<file path="src/hw/rtl/bsbp_pkg.sv">
// Shared types and constants of the box screen bounds projector.
package bsbp_pkg;

    localparam int POS_W  = 32;
    localparam int HALF_W = 31;
    localparam int P_W    = 33;
    localparam int C_W    = 34;
    localparam int ROT_W  = 16;
    localparam int PROD_W = 50;
    localparam int DOT_W  = 52;
    localparam int NINE_W = 56;
    localparam int Q_W    = 17;
    localparam int SL_W   = 18;
    localparam int SP_W   = 20;
    localparam int OFF_W  = 39;
    localparam int WID_W  = 40;
    localparam int RES_W  = 16;
    localparam int DIV_FRAC = 13;
    localparam int DIV_RW   = 68;

    localparam logic signed [DOT_W-1:0] CLIP_DIST = DOT_W'(26 * 16384);
    localparam logic signed [WID_W-1:0] MIN_WIDTH = WID_W'(4 * 1048576);
    localparam int CFG_IDX_W  = 4;
    localparam int CFG_DATA_W = 48;
    localparam logic [SP_W-1:0] STEP_PIXEL_RESET = SP_W'(138240);

    typedef enum logic [CFG_IDX_W-1:0] {
        CFG_ROT_ROW_X     = 4'd0,
        CFG_ROT_ROW_Y     = 4'd1,
        CFG_ROT_ROW_Z     = 4'd2,
        CFG_CAM_POS_X     = 4'd3,
        CFG_CAM_POS_Y     = 4'd4,
        CFG_CAM_POS_Z     = 4'd5,
        CFG_STEP_PIXEL    = 4'd6,
        CFG_SCREEN_CENTRE = 4'd7
    } cfg_idx_t;

    typedef struct packed {
        logic signed [POS_W-1:0] box_centre_x;
        logic signed [POS_W-1:0] box_centre_y;
        logic signed [POS_W-1:0] box_centre_z;
        logic [HALF_W-1:0]       half_extent_x;
        logic [HALF_W-1:0]       half_extent_y;
        logic [HALF_W-1:0]       half_extent_z;
    } box_req_t;

    typedef struct packed {
        logic                    visible;
        logic signed [RES_W-1:0] rect_min_x;
        logic signed [RES_W-1:0] rect_min_y;
        logic signed [RES_W-1:0] rect_max_x;
        logic signed [RES_W-1:0] rect_max_y;
    } rect_t;

    // Box relative to the camera, as queued between front and back.
    typedef struct packed {
        logic signed [P_W-1:0] p_x;
        logic signed [P_W-1:0] p_y;
        logic signed [P_W-1:0] p_z;
        logic [HALF_W-1:0]     h_x;
        logic [HALF_W-1:0]     h_y;
        logic [HALF_W-1:0]     h_z;
    } box_rel_t;

    typedef struct packed {
        logic valid;
        logic first;
        logic last;
        logic rej;
        logic neg_x;
        logic neg_y;
    } corner_tag_t;

    typedef struct packed {
        logic                    valid;
        logic                    first;
        logic                    last;
        logic                    rej;
        logic signed [OFF_W-1:0] x;
        logic signed [OFF_W-1:0] y;
    } corner_t;

endpackage

</file>
<file path="src/hw/rtl/bsbp_collect.sv">
// Gathers corner offsets into a rectangle, checks its size and queues the result.
module bsbp_collect #(
    parameter int DEPTH = 8
) (
    input  logic                        clk,
    input  logic                        rst_n,
    input  bsbp_pkg::corner_t           corner,
    input  logic [bsbp_pkg::SP_W-1:0]   step_pixel,
    input  logic [31:0]                 screen_centre,
    input  logic                        issue,
    output logic                        credit_ok,
    output logic                        empty,
    input  logic                        pop,
    output bsbp_pkg::rect_t             rect
);
    localparam int PTR_W = $clog2(DEPTH);
    localparam int CNT_W = $clog2(DEPTH + 1);

    logic                               ok_reg, ok_next;
    logic                               fin_reg;
    logic signed [bsbp_pkg::OFF_W-1:0]  minx_reg, maxx_reg, miny_reg, maxy_reg;
    logic signed [bsbp_pkg::OFF_W-1:0]  minx_next, maxx_next, miny_next, maxy_next;
    bsbp_pkg::rect_t                    mem_reg [DEPTH];
    bsbp_pkg::rect_t                    res;
    logic [PTR_W-1:0]                   wr_ptr_reg, rd_ptr_reg;
    logic [CNT_W-1:0]                   count_reg, count_next;
    logic [CNT_W-1:0]                   owed_reg, owed_next;
    logic                               do_pop;

    function automatic logic [bsbp_pkg::RES_W-1:0] place(
        input logic signed [bsbp_pkg::OFF_W-1:0] v,
        input logic [bsbp_pkg::RES_W-1:0]        c
    );
        logic [bsbp_pkg::OFF_W-1:0] mag;
        logic [bsbp_pkg::OFF_W-1:0] rnd;
        mag = v[bsbp_pkg::OFF_W-1] ? -v : v;
        rnd = (mag + bsbp_pkg::OFF_W'(1 << 19)) >> 20;
        if (v[bsbp_pkg::OFF_W-1])
        begin
            rnd = -rnd;
        end
        return c + rnd[bsbp_pkg::RES_W-1:0];
    endfunction

    always_comb
    begin
        ok_next   = ok_reg;
        minx_next = minx_reg;
        maxx_next = maxx_reg;
        miny_next = miny_reg;
        maxy_next = maxy_reg;
        if (corner.valid)
        begin
            if (corner.first)
            begin
                ok_next   = !corner.rej;
                minx_next = corner.x;
                maxx_next = corner.x;
                miny_next = corner.y;
                maxy_next = corner.y;
            end
            else
            begin
                ok_next = ok_reg && !corner.rej;
                if (corner.x < minx_reg) minx_next = corner.x;
                if (corner.x > maxx_reg) maxx_next = corner.x;
                if (corner.y < miny_reg) miny_next = corner.y;
                if (corner.y > maxy_reg) maxy_next = corner.y;
            end
        end
    end

    always_comb
    begin
        logic signed [bsbp_pkg::WID_W-1:0] w, h, big;
        logic                              keep;
        w    = bsbp_pkg::WID_W'(maxx_reg) - bsbp_pkg::WID_W'(minx_reg);
        h    = bsbp_pkg::WID_W'(maxy_reg) - bsbp_pkg::WID_W'(miny_reg);
        big  = $signed({{(bsbp_pkg::WID_W - bsbp_pkg::SP_W){1'b0}}, step_pixel}) <<< 14;
        keep = ok_reg && !(w < bsbp_pkg::MIN_WIDTH) && !(w > big)
                      && !(h < bsbp_pkg::MIN_WIDTH) && !(h > big);
        res  = '0;
        if (keep)
        begin
            res.visible    = 1'b1;
            res.rect_min_x = place(minx_reg, screen_centre[15:0]);
            res.rect_min_y = place(miny_reg, screen_centre[31:16]);
            res.rect_max_x = place(maxx_reg, screen_centre[15:0]);
            res.rect_max_y = place(maxy_reg, screen_centre[31:16]);
        end
    end

    // Each box taken by the corner walk reserves one result slot until popped.
    assign do_pop    = pop && !empty;
    assign empty     = (count_reg == '0);
    assign rect      = mem_reg[rd_ptr_reg];
    assign credit_ok = (owed_reg < CNT_W'(DEPTH));

    always_comb
    begin
        count_next = count_reg;
        owed_next  = owed_reg;
        if (fin_reg && !do_pop)
        begin
            count_next = count_reg + 1'b1;
        end
        else if (!fin_reg && do_pop)
        begin
            count_next = count_reg - 1'b1;
        end
        if (issue && !do_pop)
        begin
            owed_next = owed_reg + 1'b1;
        end
        else if (!issue && do_pop)
        begin
            owed_next = owed_reg - 1'b1;
        end
    end

    always_ff @(posedge clk or negedge rst_n)
    begin
        if (!rst_n)
        begin
            fin_reg    <= 1'b0;
            wr_ptr_reg <= '0;
            rd_ptr_reg <= '0;
            count_reg  <= '0;
            owed_reg   <= '0;
        end
        else
        begin
            fin_reg   <= corner.valid && corner.last;
            count_reg <= count_next;
            owed_reg  <= owed_next;
            if (fin_reg)
            begin
                wr_ptr_reg <= (wr_ptr_reg == PTR_W'(DEPTH - 1)) ? '0 : wr_ptr_reg + 1'b1;
            end
            if (do_pop)
            begin
                rd_ptr_reg <= (rd_ptr_reg == PTR_W'(DEPTH - 1)) ? '0 : rd_ptr_reg + 1'b1;
            end
        end
    end

    always_ff @(posedge clk)
    begin
        ok_reg   <= ok_next;
        minx_reg <= minx_next;
        maxx_reg <= maxx_next;
        miny_reg <= miny_next;
        maxy_reg <= maxy_next;
        if (fin_reg)
        begin
            mem_reg[wr_ptr_reg] <= res;
        end
    end

endmodule
</file>
<file path="config.mk">
export PLATFORM = sky130hd
export DESIGN_NAME = bsbp_collect
export DESIGN_NICKNAME = d
export VERILOG_FILES = /design/src/hw/rtl/bsbp_pkg.sv /design/src/hw/rtl/bsbp_collect.sv
export SDC_FILE = /design/constraint.sdc
export NUM_CORES = 2
export LEC_CHECK = 0
export ABC_AREA = 0
export BUFFER_PORTS_ARGS = -buffer_cell sky130_fd_sc_hd__buf_2
export CAP_MARGIN = 15
export CORE_ASPECT_RATIO = 0.75
export CORE_UTILIZATION = 25
export DETAILED_ROUTE_END_ITERATION = 10
export PLACE_DENSITY = 0.5
export SKIP_LAST_GASP = 1
export SYNTH_ARGS = -nofsm -noshare
export SYNTH_HDL_FRONTEND = slang
export SYNTH_SLANG_ARGS = --single-unit
</file>
<file path="constraint.sdc">
create_clock -name clk -period 6.1 [get_ports clk]
set_input_delay 0.61 -clock clk [delete_from_list [all_inputs] [get_ports clk]]
set_output_delay 0.61 -clock clk [all_outputs]
set_load 0.01 [all_outputs]
</file>
* Yosys cells after proc, flatten, opt, wreduce, memory -nomap -nowiden
Memories as Yosys holds them, arrays and structs flattened.
Cells that the tools add are included.
** Cells by class
- Order comparisons :: 9
- Mux-type cells :: 30
- Add/subtract/negate cells :: 24
- Eq/ne operators :: 2
- Reduce and logical (&&, ||, !) cells :: 31
** Operators with widths (count)
- 39-bit two-way mux :: 8
- 36-bit by 20-bit adder with 36-bit output, second input constant :: 4
- 36-bit two-way mux :: 4
- 36-bit negator :: 4
- 16-bit two-way mux :: 8
- 40-bit by 35-bit > comparator with 1-bit output :: 2
- 40-bit by 24-bit < comparator with 1-bit output, second input constant :: 2
- 39-bit by 39-bit subtractor with 40-bit output :: 2
- 39-bit > comparator :: 2
- 39-bit < comparator :: 2
- 65-bit two-way mux :: 1
- 16-bit adder :: 4
- 16-bit negator :: 4
- 4-bit two-way mux :: 4
- 2-bit nonzero test :: 6
- 1-bit logical AND :: 11
- 1-bit logical NOT :: 9
- 4-bit by 1-bit adder with 4-bit output, second input constant :: 2
- 2-bit AND reduction :: 4
- 4-bit by 1-bit subtractor with 4-bit output, second input constant :: 2
- 3-bit by 1-bit adder with 3-bit output, second input constant :: 2
- 3-bit equality test, second input constant :: 2
- 3-bit two-way mux :: 2
- 4-bit logical NOT :: 1
- 2 further kinds :: 4
** Storage, ports and cells
- Bits in registers :: 172
- Memories :: 1
- RAM bits :: 520
** Memories
- mem_reg :: words 8, width 65, read ports 1, clocked after memory_dff 0, wr ports 1, line bsbp_collect.sv:23 : bsbp_pkg::rect_t mem_reg [DEPTH];

* Longest topological paths before layout
- Depth after elaboration :: 10
- Mapped depth :: 32
- Mapped depth without buffers :: 29

* Worst setup path after synthesis
Ideal clock, no wire load.
- Path type :: flip-flop to flip-flop
- Start point :: register maxx_reg[38] (netlist name)
- End point :: memory mem_reg[0][30] (netlist name) (data pin)
- Cell stages (with the launch flop) :: 32
- Buffers on the path :: 6
- Data arrival time :: 6.436 ns
- Setup time :: 0.305 ns
- Path slack :: -0.640 ns
- Period minus slack after synthesis :: 6.740 ns
- Data required time :: 5.795 ns
- Cell sequence :: edfxtp_1 -> clkbuf_1 -> clkbuf_1 -> clkbuf_1 -> buf_1 -> clkbuf_1 -> nand2_1 -> xnor2_1 -> ha_1 -> and3b_1 -> a31oi_1 -> o21ai_0 -> or2_2 -> clkbuf_1 -> or2_2 -> ha_1 -> nand2_1 -> o21ai_0 -> inv_1 -> fa_1 -> nor2b_1 -> o21ai_0 -> a21boi_0 -> o21ai_0 -> a21oi_1 -> o21ai_0 -> a21oi_1 -> o21ai_0 -> a211oi_1 -> o21ai_0 -> nand3_1 -> nor4b_1
** RTL lines
- from (decl) :: line bsbp_collect.sv:21 : logic signed [bsbp_pkg::OFF_W-1:0] minx_reg, maxx_reg, miny_reg, maxy_reg;
- from (signal assigned) :: line bsbp_collect.sv:151 : maxx_reg <= maxx_next;
- to (decl) :: line bsbp_collect.sv:23

==> impl_metrics.json <==
{
  "status": "finished, violations left",
  "violations": "design-rule violations, negative setup slack",
  "synth_top_flop_cell": "edfxtp_1",
  "synth_area_leader_cell": "edfxtp_1",
  "crit_arrival_ns": 7.04,
  "synth_seq_area_share_pct": 48.8,
  "gp_congestion": 0.887,
  "area.sequential_sq_mm": 0.0207,
  "finalInstanceArea_sq_mm": 0.0548,
  "critPathMaxFanout": 8,
  "die_w_um": 478,
  "cts.sinks": 692,
  "grt_pass1_vias": 31300,
  "synth_cell_types": 88,
  "cap_violations": 0,
  "place_area_sq_mm": 0.0509,
  "first_pass_iters": 9,
  "remaining_drc_errors": 38,
  "min_path_type": "in2reg",
  "final_nets": 4834,
  "ctsRootBufferMaster": "clkbuf_16",
  "fmax_mhz": 154,
  "numCtsBuffers": 76,
  "rows": 130,
  "leakagePower_nw": 21.6,
  "area_growth_pct": 29.1,
  "synthTopCellsByArea": "edfxtp_1 48%, ha_1 10%, mux4_2 6.9%",
  "yosysMostFrequentCell": "edfxtp_1",
  "fin_ws_ns": -0.396,
  "clkTransAtPathRegs_ns": 0.06,
  "avgRoutedWirePerCell_um": 20.9,
  "period_share_pct": 106,
  "viasPerCell": 4.79,
  "fin_worst_skew_ns": 0.0447,
  "irDropWorstVdd_uv": 251,
  "overflow": 0,
  "fin_tns_setup_ns": -123.03,
  "power_density_mw_per_mm2": 313,
  "htree_levels": 3,
  "route.vias.total": 31800,
  "die_y_um": 359,
  "io_pins": 205,
  "slew_headroom_pct": 29.9,
  "drt_iter0_markers": 2801,
  "yosysWarnings": 0,
  "synth_fp_nets": 4017,
  "fillers": 16700,
  "setup.worst_path.class": "reg2reg",
  "async_reset_ff_share_pct": 2.17,
  "grt_pass1_wl_um": 206000,
  "cts_tree": "built",
  "crit_path_start_kind": "register",
  "final-hold-violation-count": 0,
  "ant_nets": 0,
  "required_ns": 6.65,
  "synth_area_per_cell_sq_um": 12.0,
  "largest_reg_flops": 520,
  "post-route-min-period_ns": 6.50,
  "drive_gt1_share_pct": 31.1,
  "grt_max_degree": 97,
  "dpl.hpwl_um": 104000,
  "antenna_found_initial": 25,
  "cts.path.max_buffers": 3,
  "dieArea_sq_mm": 0.171,
  "syn_inst": 3521,
  "synth_top_area_share_pct": 47.9,
  "multi_input_area_sq_mm": 0.0215,
  "grt_usage_pct": 16.0,
  "netlist_area_sq_mm": 0.0424,
  "final-max-slew-violation-count": 0,
  "timing.hold.ws_ns": 0.123,
  "rsz0062_at_grt": "yes",
  "endpoint_kind": "register",
  "synth_common_cells": "677 x edfxtp_1, 350 x ha_1, 248 x inv_1, 189 x xnor2_1, 183 x a21oi_1",
  "synth_edf_count": 677,
  "start_util_pct": 25.2,
  "postSynthRegisterBits": 692,
  "setup_violations": 496,
  "wirelength_um": 139000,
  "port-buffer-count": 204,
  "worst_slew_pin_slew_ns": 1.05,
  "fp.coreArea_sq_mm": 0.168,
  "worstSkewPairLatency_ns": 0.70
}
-- final cells by class --
cell class / count / share of cell area, %
Antenna cell: 9 / 0.0411
Clock buffer: 93 / 3.59
Clock inverter: 45 / 0.921
Inverter: 252 / 1.73
Multi-Input combinational cell: 2452 / 39.2
Sequential cell: 692 / 37.8
Tap cell: 2244 / 5.13
Timing Repair Buffer: 864 / 11.5
-- per-layer routing --
metal	wire length, um	vias to the layer above	track usage [%]
li1	-	15300	-
met1	66500	15600	22.9
met2	61700	846	25.1
met3	8260	147	2.79
met4	2580	12	3.60
met5	78	-	0
-- final timing paths --
| check | from | end | slack, ns | depth (start not counted) |
|---|---|---|---|---|
| max in group asynchronous | rst_n | rd_ptr_reg[2] | 5.46 | 2 |
| min in group asynchronous | rst_n | owed_reg[3] | 0.35 | 2 |
| worst min-delay path | corner[79] | fin_reg | 0.12 | 2 |
| worst max-delay path | miny_reg[0] | mem_reg[3][20] | -0.40 | 27 |
| worst max register to register | miny_reg[0] | mem_reg[3][20] | -0.40 | 27 |
| worst min register to register | count_reg[3] | count_reg[3] | 0.48 | 1 |
-- worst max-delay path, cell delays in order (launching register included) --
cell and delay [ns]:
edfxtp_1 0.39, ha_2 0.21, fa_2 0.34, nand2b_4 0.16, a21oi_4 0.15, o22a_2 0.21, a21oi_2 0.07, o31a_1 0.26
o21ai_2 0.16, a31oi_2 0.14, buf_4 0.16, xnor2_2 0.12, ha_1 0.29, nand4_1 0.11, nor4_2 0.28, o211ai_1 0.16
or3_1 0.31, or4_1 0.39, or4_4 0.45, a211o_1 0.32, nor4_2 0.14, nand4_1 0.16, buf_4 0.17, a211o_4 0.44
buf_12 0.20, buf_16 0.14, nor4_4 0.22, buf_6 0.16
-- what timing repair did --
| action | in CTS | in global routing |
|---|---|---|
| hold endpoints to repair | 15 | 0 |
| endpoints found under the setup margin | 520 | 520 |
| pin swaps | 48 | 51 |
| hold buffers | 1 | 0 |
| gates cloned | 2 | 1 |
| resized for setup | 88 | 120 |
| buffers inserted | 32 | 16 |
-- cells by family (layout without fill, tap and decap cells) --
kind of cell	after synthesis	count (layout)	synth area share [%]
multiplexers	213	213	9.08
other	0	9	0
flip-flops	692	692	48.8
adder cells (fa/ha/maj)	358	358	10.7
AND/OR/NAND/NOR	866	866	11.0
AO/OA/AOI/OAI	757	758	11.6
XOR/XNOR	257	257	5.41
buffers and inverters	378	1254	3.43
-- cell usage in the layout (no fill, tap or decap), drive strengths merged, types with 14 or more instances in the layout --
master | synthesis | layout
nor3 | 111 | 111
a31oi | 38 | 38
edfxtp | 677 | 677
and2 | 14 | 14
ha | 350 | 350
mux2 | 74 | 74
clkinv | 4 | 35
dfrtp | 15 | 15
a211oi | 34 | 34
clkbuf | 91 | 94
o31ai | 34 | 34
inv | 248 | 251
a21o | 110 | 110
a21oi | 183 | 183
o21ai | 172 | 172
nand2b | 48 | 48
xor2 | 65 | 65
mux4 | 130 | 130
o21a | 25 | 25
xnor2 | 189 | 189
or4 | 15 | 15
nor2b | 41 | 41
or3 | 28 | 28
nand2 | 171 | 171
nand3 | 87 | 87
nand4 | 71 | 71
nor2 | 128 | 128
or2 | 23 | 23
buf | 35 | 862
o211ai | 15 | 15
nor4 | 62 | 62
and3 | 23 | 23
-- power breakdown --
group	internal, mW	switching [mW]
combinational	2.98	3.62
sequential	5.58	0.351
clock	2.59	2.02
total	11.1	6.00
-- metrics by stage --
step,cells,setup slack [ns],util (%),power (mW)
floorplan,3521,-0.212,-,9.67
global placement,6453,-0.824,30.3,12.5
detailed placement,6453,-1.02,30.3,12.5
finish,6651,-0.396,32.6,17.1
CTS,6626,-0.357,32.2,17.3
global route,6650,-0.661,32.6,18.1
(Power assumes the default switching activity.)
