--- src/hw/rtl/bsbp_pkg.sv ---
// Shared types and constants of the box screen bounds projector.
package bsbp_pkg;

    localparam int POS_W  = 32;
    localparam int HALF_W = 31;
    localparam int P_W    = 33;
    localparam int C_W    = 34;
    localparam int ROT_W  = 16;
    localparam int PROD_W = 50;
    localparam int DOT_W  = 52;
    localparam int NINE_W = 56;
    localparam int Q_W    = 17;
    localparam int SL_W   = 18;
    localparam int SP_W   = 20;
    localparam int OFF_W  = 39;
    localparam int WID_W  = 40;
    localparam int RES_W  = 16;
    localparam int DIV_FRAC = 13;
    localparam int DIV_RW   = 68;

    localparam logic signed [DOT_W-1:0] CLIP_DIST = DOT_W'(26 * 16384);
    localparam logic signed [WID_W-1:0] MIN_WIDTH = WID_W'(4 * 1048576);
    localparam int CFG_IDX_W  = 4;
    localparam int CFG_DATA_W = 48;
    localparam logic [SP_W-1:0] STEP_PIXEL_RESET = SP_W'(138240);

    typedef enum logic [CFG_IDX_W-1:0] {
        CFG_ROT_ROW_X     = 4'd0,
        CFG_ROT_ROW_Y     = 4'd1,
        CFG_ROT_ROW_Z     = 4'd2,
        CFG_CAM_POS_X     = 4'd3,
        CFG_CAM_POS_Y     = 4'd4,
        CFG_CAM_POS_Z     = 4'd5,
        CFG_STEP_PIXEL    = 4'd6,
        CFG_SCREEN_CENTRE = 4'd7
    } cfg_idx_t;

    typedef struct packed {
        logic signed [POS_W-1:0] box_centre_x;
        logic signed [POS_W-1:0] box_centre_y;
        logic signed [POS_W-1:0] box_centre_z;
        logic [HALF_W-1:0]       half_extent_x;
        logic [HALF_W-1:0]       half_extent_y;
        logic [HALF_W-1:0]       half_extent_z;
    } box_req_t;

    typedef struct packed {
        logic                    visible;
        logic signed [RES_W-1:0] rect_min_x;
        logic signed [RES_W-1:0] rect_min_y;
        logic signed [RES_W-1:0] rect_max_x;
        logic signed [RES_W-1:0] rect_max_y;
    } rect_t;

    // Box relative to the camera, as queued between front and back.
    typedef struct packed {
        logic signed [P_W-1:0] p_x;
        logic signed [P_W-1:0] p_y;
        logic signed [P_W-1:0] p_z;
        logic [HALF_W-1:0]     h_x;
        logic [HALF_W-1:0]     h_y;
        logic [HALF_W-1:0]     h_z;
    } box_rel_t;

    typedef struct packed {
        logic valid;
        logic first;
        logic last;
        logic rej;
        logic neg_x;
        logic neg_y;
    } corner_tag_t;

    typedef struct packed {
        logic                    valid;
        logic                    first;
        logic                    last;
        logic                    rej;
        logic signed [OFF_W-1:0] x;
        logic signed [OFF_W-1:0] y;
    } corner_t;

endpackage

--- src/hw/rtl/bsbp_front.sv ---
// Front end: accepts boxes, subtracts the camera position and queues them.
module bsbp_front #(
    parameter int DEPTH = 2
) (
    input  logic                       clk,
    input  logic                       rst_n,
    input  logic                       push,
    output logic                       full,
    input  bsbp_pkg::box_req_t         box,
    input  logic [bsbp_pkg::POS_W-1:0] cam_x,
    input  logic [bsbp_pkg::POS_W-1:0] cam_y,
    input  logic [bsbp_pkg::POS_W-1:0] cam_z,
    output logic                       rel_valid,
    output bsbp_pkg::box_rel_t         rel,
    input  logic                       rel_take
);
    localparam int PTR_W = $clog2(DEPTH);
    localparam int CNT_W = $clog2(DEPTH + 1);

    bsbp_pkg::box_rel_t mem_reg [DEPTH];
    bsbp_pkg::box_rel_t entry;
    logic [PTR_W-1:0] wr_ptr_reg, wr_ptr_next;
    logic [PTR_W-1:0] rd_ptr_reg, rd_ptr_next;
    logic [CNT_W-1:0] count_reg, count_next;
    logic             do_push;

    assign full      = (count_reg == CNT_W'(DEPTH));
    assign do_push   = push && !full;
    assign rel_valid = (count_reg != '0);
    assign rel       = mem_reg[rd_ptr_reg];

    always_comb
    begin
        entry.p_x = $signed({box.box_centre_x[bsbp_pkg::POS_W-1], box.box_centre_x})
                  - $signed({cam_x[bsbp_pkg::POS_W-1], cam_x});
        entry.p_y = $signed({box.box_centre_y[bsbp_pkg::POS_W-1], box.box_centre_y})
                  - $signed({cam_y[bsbp_pkg::POS_W-1], cam_y});
        entry.p_z = $signed({box.box_centre_z[bsbp_pkg::POS_W-1], box.box_centre_z})
                  - $signed({cam_z[bsbp_pkg::POS_W-1], cam_z});
        entry.h_x = box.half_extent_x;
        entry.h_y = box.half_extent_y;
        entry.h_z = box.half_extent_z;
    end

    always_comb
    begin
        wr_ptr_next = wr_ptr_reg;
        rd_ptr_next = rd_ptr_reg;
        count_next  = count_reg;
        if (do_push)
        begin
            wr_ptr_next = (wr_ptr_reg == PTR_W'(DEPTH - 1)) ? '0 : wr_ptr_reg + 1'b1;
        end
        if (rel_take)
        begin
            rd_ptr_next = (rd_ptr_reg == PTR_W'(DEPTH - 1)) ? '0 : rd_ptr_reg + 1'b1;
        end
        if (do_push && !rel_take)
        begin
            count_next = count_reg + 1'b1;
        end
        else if (!do_push && rel_take)
        begin
            count_next = count_reg - 1'b1;
        end
    end

    always_ff @(posedge clk or negedge rst_n)
    begin
        if (!rst_n)
        begin
            wr_ptr_reg <= '0;
            rd_ptr_reg <= '0;
            count_reg  <= '0;
        end
        else
        begin
            wr_ptr_reg <= wr_ptr_next;
            rd_ptr_reg <= rd_ptr_next;
            count_reg  <= count_next;
        end
    end

    always_ff @(posedge clk)
    begin
        if (do_push)
        begin
            mem_reg[wr_ptr_reg] <= entry;
        end
    end

endmodule

--- config.mk ---
export PLATFORM = sky130hd
export DESIGN_NAME = bsbp_front
export DESIGN_NICKNAME = d
export VERILOG_FILES = /design/src/hw/rtl/bsbp_pkg.sv /design/src/hw/rtl/bsbp_front.sv
export SDC_FILE = /design/constraint.sdc
export NUM_CORES = 1
export LEC_CHECK = 0
export BUFFER_PORTS_ARGS = -buffer_cell sky130_fd_sc_hd__clkbuf_2
export CAP_MARGIN = 20
export CORE_MARGIN = 2
export CORE_UTILIZATION = 40
export CTS_CLUSTER_DIAMETER = 40
export DETAILED_ROUTE_END_ITERATION = 6
export SYNTH_ARGS = -nofsm -noshare
export SYNTH_HDL_FRONTEND = slang
export SYNTH_SLANG_ARGS = --single-unit
--- constraint.sdc ---
create_clock -name clk -period 11 [get_ports clk]
set_input_delay 2.2 -clock clk [delete_from_list [all_inputs] [get_ports clk]]
set_output_delay 2.2 -clock clk [all_outputs]
set_load 0.02 [all_outputs]
After elaboration in Yosys (flattened, before gate mapping)
Memory sizes are Yosys's and may differ from the RTL's.
Index checks and enable logic that the tools add are counted.
- memories kept: 1
- register bits after elaboration: 4
- RAM bits: 384
- output and inout port bits: 194
- logic and storage cells: 26
- bits of input ports: 289
- memory list (name ; words ; width ; rd ports ; clocked after Yosys merged registers in ; write ports ; RTL line ; source):
    mem_reg ; 2 ; 192 ; 1 ; 0 ; 1 ; bsbp_front.sv:20 ; bsbp_pkg::box_rel_t mem_reg [DEPTH];
- reduce and logical (&&, ||, !) cells: 8
- equal/unequal tests: 1
- add/subtract/negate cells: 7
- mux-type cells: 6
- operators by type and width (operator ; count):
    32-bit by 32-bit subtractor with 33-bit output ; 3
    1-bit 2-to-1 mux ; 4
    2-bit 2-to-1 mux ; 2
    2-bit nonzero test ; 2
    1-bit logical AND ; 3
    1-bit zero test ; 3
    1-bit adder (second input constant) ; 2
    2-bit by 1-bit adder with 2-bit output (second input constant) ; 1
    2-bit == test (second input constant) ; 1
    2-bit by 1-bit subtractor with 2-bit output (second input constant) ; 1

Depth between registers and ports, before layout
Gate-level depths: netlist of the first run.
- depth in word-level cells: 7
- depth in mapped cells: 11
- depth with buffers taken out: 11

Worst setup path before layout of the first run
OpenSTA, ideal clock, no wires.
- kind: in2reg
- start point: in push
- end point: mem mem_reg[0][0] (netlist bit), enable pin
- stages on the path: 2
- data arrival time: 10250 ps
- required time: 10253 ps
- path slack: 3 ps
- library setup time: 747 ps
- buffers on the path: 0
- path through: nand2_1 > nor2_1
- longest elaborated chain between the ends: 3
- ends and longest elaborated chain (element ; RTL line ; source):
    start: declaration ; bsbp_front.sv:7 ; input logic push,
    1-bit logical AND ; bsbp_front.sv:28 ; assign do_push = push && !full;
    1-bit 2-to-1 mux ; bsbp_front.sv:86 ; if (do_push)
    1-bit 2-to-1 mux (not written as such) ; bsbp_front.sv:88 ; mem_reg[wr_ptr_reg] <= entry;
    end: declaration ; bsbp_front.sv:20 ;
No other way between the ends.

==> results of run 1 <==
==> power by group <==
group | internal (mW) | switching [mW]
registers | 2.09 | 0.119
logic | 0.754 | 1.28
clock network | 1.10 | 0.715
==> through the flow <==
step | setup slack [ns] | total power [mW]
after floorplan | 0.00300 | 3.65
after global placement | 6.08 | 4.28
after detailed placement | 6.04 | 4.30
after CTS | 5.45 | 6.14
after global routing | 5.33 | 6.35
final | 5.54 | 6.06
==> cell type report <==
cell class	instances	share of cell area (%)
clock inverters	46	1.92
inverters	125	1.92
flip-flops and latches	388	47.5
well taps	615	3.14
diodes	3	0.0307
repair buffers	490	10.1
clock buffers	65	6.12
multi-input cells	869	29.2
==> synthesized netlist by cell type (4+ instances only) <==
cell type  instances  area, um^2
mux2_2           192        2160
a31oi_1           11        68.8
nor2b_1           15        93.8
nor2_1            48         180
nand3_1           19        95.1
buf_2              4        20.0
xor2_1            38         333
o211ai_1          11        82.6
or3_1              4        25.0
o21ai_0           45         225
nand2_1           64         240
o21bai_1           7        52.6
clkbuf_1          33         124
and2_1             5        31.3
o21a_1            16         120
dfrtp_1            4         100
xnor2_1           49         429
inv_1            125         469
and3_1             4        25.0
nand4_1           18         113
a21oi_1           81         405
ha_1              97        1210
o21ai_1            6        30.0
edfxtp_1         384       11500
a21o_1            46         345
nand2b_1           9        56.3
nor3_1             6        30.0
==> kinds of logic after synthesis <==
| logic type | after synthesis | synth area share [%] |
|---|---|---|
| adder cells (fa/ha/maj) | 100 | 6.56 |
| XOR/XNOR | 87 | 3.93 |
| multiplexers | 194 | 11.2 |
| buffers and inverters | 165 | 3.22 |
| AND/OR/NAND/NOR | 208 | 5.24 |
| AO/OA/AOI/OAI | 280 | 9.86 |
| flip-flops | 388 | 59.9 |
==> critical path: cells and delay by family, from the launching register on <==
family	cells	cell delay [ns]
mux	1	0.44
buf+inv	2	1.05
flops	1	1.05
==> routing by layer <==
metal	GRT usage [%]	wire [um]
met1	23.5	20400
met2	31.4	23500
met3	5.85	3980
met4	6.43	1230
met5	0	0
==> worst max-delay path by stage <==
stage	slack, ns	endpoint
floorplan	0.003	mem_reg[0][0]
CTS	5.45	rel[109]
global placement	6.08	mem_reg[1][149]
global route	5.33	rel[109]
detailed placement	6.04	mem_reg[1][119]
finish	5.54	rel[109]
==> out/qor.csv, run 1 <==
stage;metric;value;unit
route;ant_nets;0;
route;drt-initial-drc-count;614;
hold_path;hold_path_depth;1;
setup_path;path_cells;buf_4, mux2_2, clkbuf_2;
grt;grtUsageTotal;18.9;%
yosys;yosysSeqAreaShare;59.9;%
yosys;synth_edf_count;384;
floorplan;dieWidth;224;um
timing;skew;0.0238;ns
finish;syn_to_final_growth;26.2;%
setup_path;required;8.80;ns
cts;cts_buffer_depth;3;
pwr;power_density;247;mW/mm^2
cts;cts_root_buf;clkbuf_16;
hold_path;holdPathEnd;count_reg[1];
grt;grt_first_pass_wirelength;73900;um
floorplan;coreArea;0.0478;mm^2
finish;ff_latch_area;0.0116;mm^2
timing;fmax;183;MHz
route;viasPerCell;5.07;
place;post_dp_cell_area;0.0225;mm^2
cts;tritoncts;done;
timing;timing.final.crit_share;49.6;%
setup_path;critPathMaxFanout;69;
cts;cts_made_buffers;59;
grt;grt_pass1_vias;13400;
yosys;synth.cell_area;0.0194;mm^2
place;portBuffers;482;
setup_path;r2r_slack;7.84;ns
finish;final_cells;2601;
route;drt_wl_total;49000;um
setup_path;worstPathArrival;3.26;ns
hold_path;holdCritPathClass;reg2reg;
yosys;synth_fp_nets;1811;
cts;cts.sinks;388;
finish;largest_reg_flops;384;
setup_path;cp_slowest_cell;dfrtp_4;
floorplan;die_h;224;um
grt;grt-ovfl-total;0;
timing;hold_violations;0;
place;detailedPlacementHpwl;36400;um
cts;post_cts_buffers;0;
floorplan;rows;80;
flow_run;cap_violations;0;
cts;h-tree-depth;2;
floorplan;ioPinCount;483;
finish;drive_gt1_share;40.6;%
timing;rsz0062_at_grt;false;
cts;cts_resized;0;
timing;setup-tns-final;0;ns
place;finalWeightedCongestion;0.893;
finish;fin_nets;2322;
hold_path;hp-start;count_reg[1];
place;dpl.cell_count;2487;
pwr;ir_worst_vdd;0.188;mV
route;first_pass_iters;5;
setup_path;worstReg2RegEnd;mem_reg[0][112];
yosys;synthFlopType;edfxtp_1;
yosys;synth_cells;1422;
timing;tightest_slew;1.02;ns
setup_path;end_kind;primary output;
floorplan;die_area;0.0503;mm^2
pwr;leakage;10.3;nW
route;drcViolationCount;0;
timing;fin_crit;5.46;ns
route;wl_per_cell;18.9;um
setup_path;critical_path.startpoint;rd_ptr_reg;
setup_path;worst_path_largest_cell_delay;1.05;ns
setup_path;start_kind;register;
finish;final_cell_area;0.0245;mm^2
setup_path;r2r-start;count_reg[0];
finish;mostFrequentLayoutCell;clkbuf_2;
cts;clk_latency;0.60;ns
finish;mostFrequentLayoutCells;482 x clkbuf_2, 384 x edfxtp_1, 192 x mux2_2;
setup_path;critPathKind;reg2out;
timing;final-setup-viol-count;0;
run_status;status;finished, final reports clean;
cts;cts_hold_buf;0;
finish;post-route-util;51.2;%
finish;multiInputGateArea;0.00716;mm^2
setup_path;rr_worst_depth;5;
finish;final.fill_count;4257;
yosys;ys_types;77;
route;vias;13200;
floorplan;initial_core_util;40.6;%
yosys;syn_area_per_cell;13.6;um^2
grt;antenna_found_initial;4;
yosys;yosysWarnings;0;
timing;whs;0.492;ns
grt;grt_max_degree;70;
timing;relSlewSlack;32.3;%
timing;slew_viol_final;0;
yosys;synth_seq_cells;388;
cts;path_clk_slew;0.05;ns
yosys;ys_async_sr_fraction;1.03;%
Note: power is estimated with default switching activity, not from simulation.
==> run 2, diff against run 1 <==
--- a/config.mk
+++ b/config.mk
@@ -5,6 +5,7 @@
 export SDC_FILE = /design/constraint.sdc
 export NUM_CORES = 1
 export LEC_CHECK = 0
+export ABC_AREA = 1
 export BUFFER_PORTS_ARGS = -buffer_cell sky130_fd_sc_hd__clkbuf_2
 export CAP_MARGIN = 20
 export CORE_MARGIN = 2
==> constraint.sdc (replaced) <==
create_clock -name clk -period 5.3 [get_ports clk]
set_input_delay 1.06 -clock clk [delete_from_list [all_inputs] [get_ports clk]]
set_output_delay 1.06 -clock clk [all_outputs]
set_load 0.02 [all_outputs]
==> run 2 against run 1 <==
Against the previous run: non-clock buffer count did not move; register-to-register slack got worse by 4.9 ns; via count rose by 28%; critical path type unchanged; utilization fell by 0.26 points; clock skew fell by 0.00084 ns; synthesized area rose by 12%; largest cell class unchanged; combinational power rose by 120%.
==> out/qor.csv, run 2 <==
stage;metric;value;unit
run_status;status;finished, final reports clean;
pwr;total_power;13.3;mW
route;drcViolationCount;0;
cts;cts_root_buf;clkbuf_16;
hold_path;holdCritPathClass;in2async;
cts;post_cts_buffers;0;
setup_path;required;4.24;ns
place;pre_cts_ws;2.10;ns
yosys;synth_seq_cells;388;
floorplan;initial_core_util;40.4;%
setup_path;worstPathArrival;2.67;ns
finish;post-route-util;50.9;%
setup_path;start_kind;register;
place;post_dp_cell_area;0.0250;mm^2
floorplan;ioPinCount;483;
finish;mostFrequentLayoutCell;nand2_1;
finish;final_cells;3592;
pwr;ir_worst_vdd;0.286;mV
place;detailedPlacementHpwl;46100;um
grt;grt_first_pass_wirelength;93600;um
route;wl_per_cell;16.7;um
cts;clk_latency;0.59;ns
timing;relSlewSlack;41.6;%
pwr;power_density;485;mW/mm^2
route;viasPerCell;4.69;
grt;grt_use_met2;37.6;%
route;vias;16900;
timing;final-setup-viol-count;0;
place;dpl.cell_count;3457;
place;portBuffers;482;
finish;drive_gt1_share;28.4;%
setup_path;critPathMaxFanout;61;
grt;grt-ovfl-total;0;
floorplan;coreArea;0.0537;mm^2
grt;grt_busiest_layer;met2;
timing;fin_crit;3.73;ns
pwr;leakage;13.6;nW
yosys;synthFlopType;edfxtp_1;
timing;timing.final.crit_share;70.3;%
timing;skew;0.0230;ns
pwr;power.clock.fraction;32.2;%
yosys;synth_cells;2293;
yosys;yosysMostFrequentCell;nand2_1;
yosys;synth.area.top_cells;edfxtp_1 53%, nand2_1 13%, mux2_2 10%;
cts;tritoncts;done;
flow_run;cap_violations;0;
yosys;yosysSeqAreaShare;53.6;%
yosys;ys_async_sr_fraction;1.03;%
yosys;yosysWarnings;0;
pwr;netSwitchingFraction;35.3;%
timing;slew_viol_final;0;
cts;cts_hold_buf;0;
finish;syn_to_final_growth;26.0;%
setup_path;end_kind;primary output;
yosys;ys_types;25;
timing;tightest_slew;0.876;ns
cts;cts.sinks;388;
yosys;syn_area_per_cell;9.47;um^2
pwr;power_switching;4.68;mW
yosys;synth_edf_count;384;
floorplan;die_area;0.0562;mm^2
pwr;p_int;8.57;mW
cts;cts_buffer_depth;3;
route;ant_nets;0;
cts;path_clk_slew;0.05;ns
cts;h-tree-depth;3;
floorplan;dieWidth;237;um
place;finalWeightedCongestion;0.923;
cts;cts_resized;0;
finish;fin_nets;3222;
grt;use_met3;4.41;%
route;drt-initial-drc-count;929;
yosys;synth_common_cells;749 x nand2_1, 480 x inv_1, 384 x edfxtp_1;
route;drt_wl_total;60000;um
timing;fmax;268;MHz
grt;antenna_found_initial;9;
yosys;synth_top_area_cell;edfxtp_1;
timing;rsz0062_at_grt;false;
setup_path;critPathKind;reg2out;
timing;setup-tns-final;0;ns
finish;final_cell_area;0.0273;mm^2
pwr;combPwrFrac;33.5;%
finish;mostFrequentLayoutCells;749 x nand2_1, 482 x clkbuf_2, 480 x inv_1;
grt;grt_pass1_vias;17400;
grt;grtUsageTotal;21.5;%
yosys;synth.top_cell.area_share;53.1;%
floorplan;rows;85;
finish;largest_reg_flops;384;
timing;hold_violations;0;
grt;grtUsageMet1;26.3;%
grt;grt_max_degree;111;
cts;cts_made_buffers;70;
yosys;synth_fp_nets;2682;
pwr;sequentialPowerShare;34.2;%
floorplan;die_h;237;um
yosys;synth.cell_area;0.0217;mm^2
timing;whs;0.297;ns
timing;finalWorstSetupSlack;1.57;ns
route;first_pass_iters;5;
run 2: cell types whose count changed after synthesis, sizes merged, moves of 16 or more:
cell / before / now
a21oi: 82 / 62
nand2: 64 / 764
nor2: 48 / 130
clkbuf: 34 / 0
a21o: 46 / 3
xnor2: 49 / 8
buf: 6 / 22
o21ai: 52 / 2
inv: 125 / 480
o21a: 16 / 0
nand3: 19 / 71
run 2: metal layers:
layer  up-vias  share of wire (%)
li1       8465                  -
met1      7857                 42
met2       445                 49
met3        81                6.2
met4         2                2.3
met5         -              0.022
run 2: logic make-up (layout without fill, tap and decap cells):
logic type	count (synthesis)	after routing	synth area share, %
and+or+nand+nor	993	993	18.1
buffers and inverters	502	1097	8.82
DFF	388	388	53.6
muxes	192	192	9.96
adders and majority gates	100	100	5.87
AOI/OAI and AO/OA	70	70	1.70
xor gates and xnor gates	48	48	1.94
other	0	8	0
run 2: final timing paths:
kind	from	to	slack, ns	depth (start not counted)
max in group asynchronous	rst_n	rd_ptr_reg	4.86	1
worst max register to register	count_reg[1]	mem_reg[0][137]	2.92	4
min in group clk	count_reg[0]	count_reg[0]	0.53	1
worst min register to register	count_reg[0]	count_reg[0]	0.53	1
worst min-delay path	rst_n	count_reg[1]	0.30	1
worst max-delay path	rd_ptr_reg	rel[1]	1.57	3
run 2: power by group through the flow:
stage	combinational, mW	clock, mW	sequential [mW]
6_report	4.44	4.27	4.54
5_1_grt	4.78	4.52	4.61
4_1_cts	4.52	4.38	4.55
3_5_place_dp	4.49	0	4.61
3_3_place_gp	4.48	0	4.57
2_1_floorplan	3.00	0	4.58
run 2: worst max-delay path: stages (launching register included):
cell      delay, ns
dfrtp_4        0.95
buf_12         0.44
mux2_2         0.43
clkbuf_2       0.17
run 2: final cells by class:
class	instances	area (um^2)
tap	696	871
inverter	480	1800
clock inverter	53	523
sequential	388	11600
fill	4997	26400
clock buffer	74	1770
timing repair buffer	490	2550
antenna	8	20.0
multi-input combinational	1403	8180
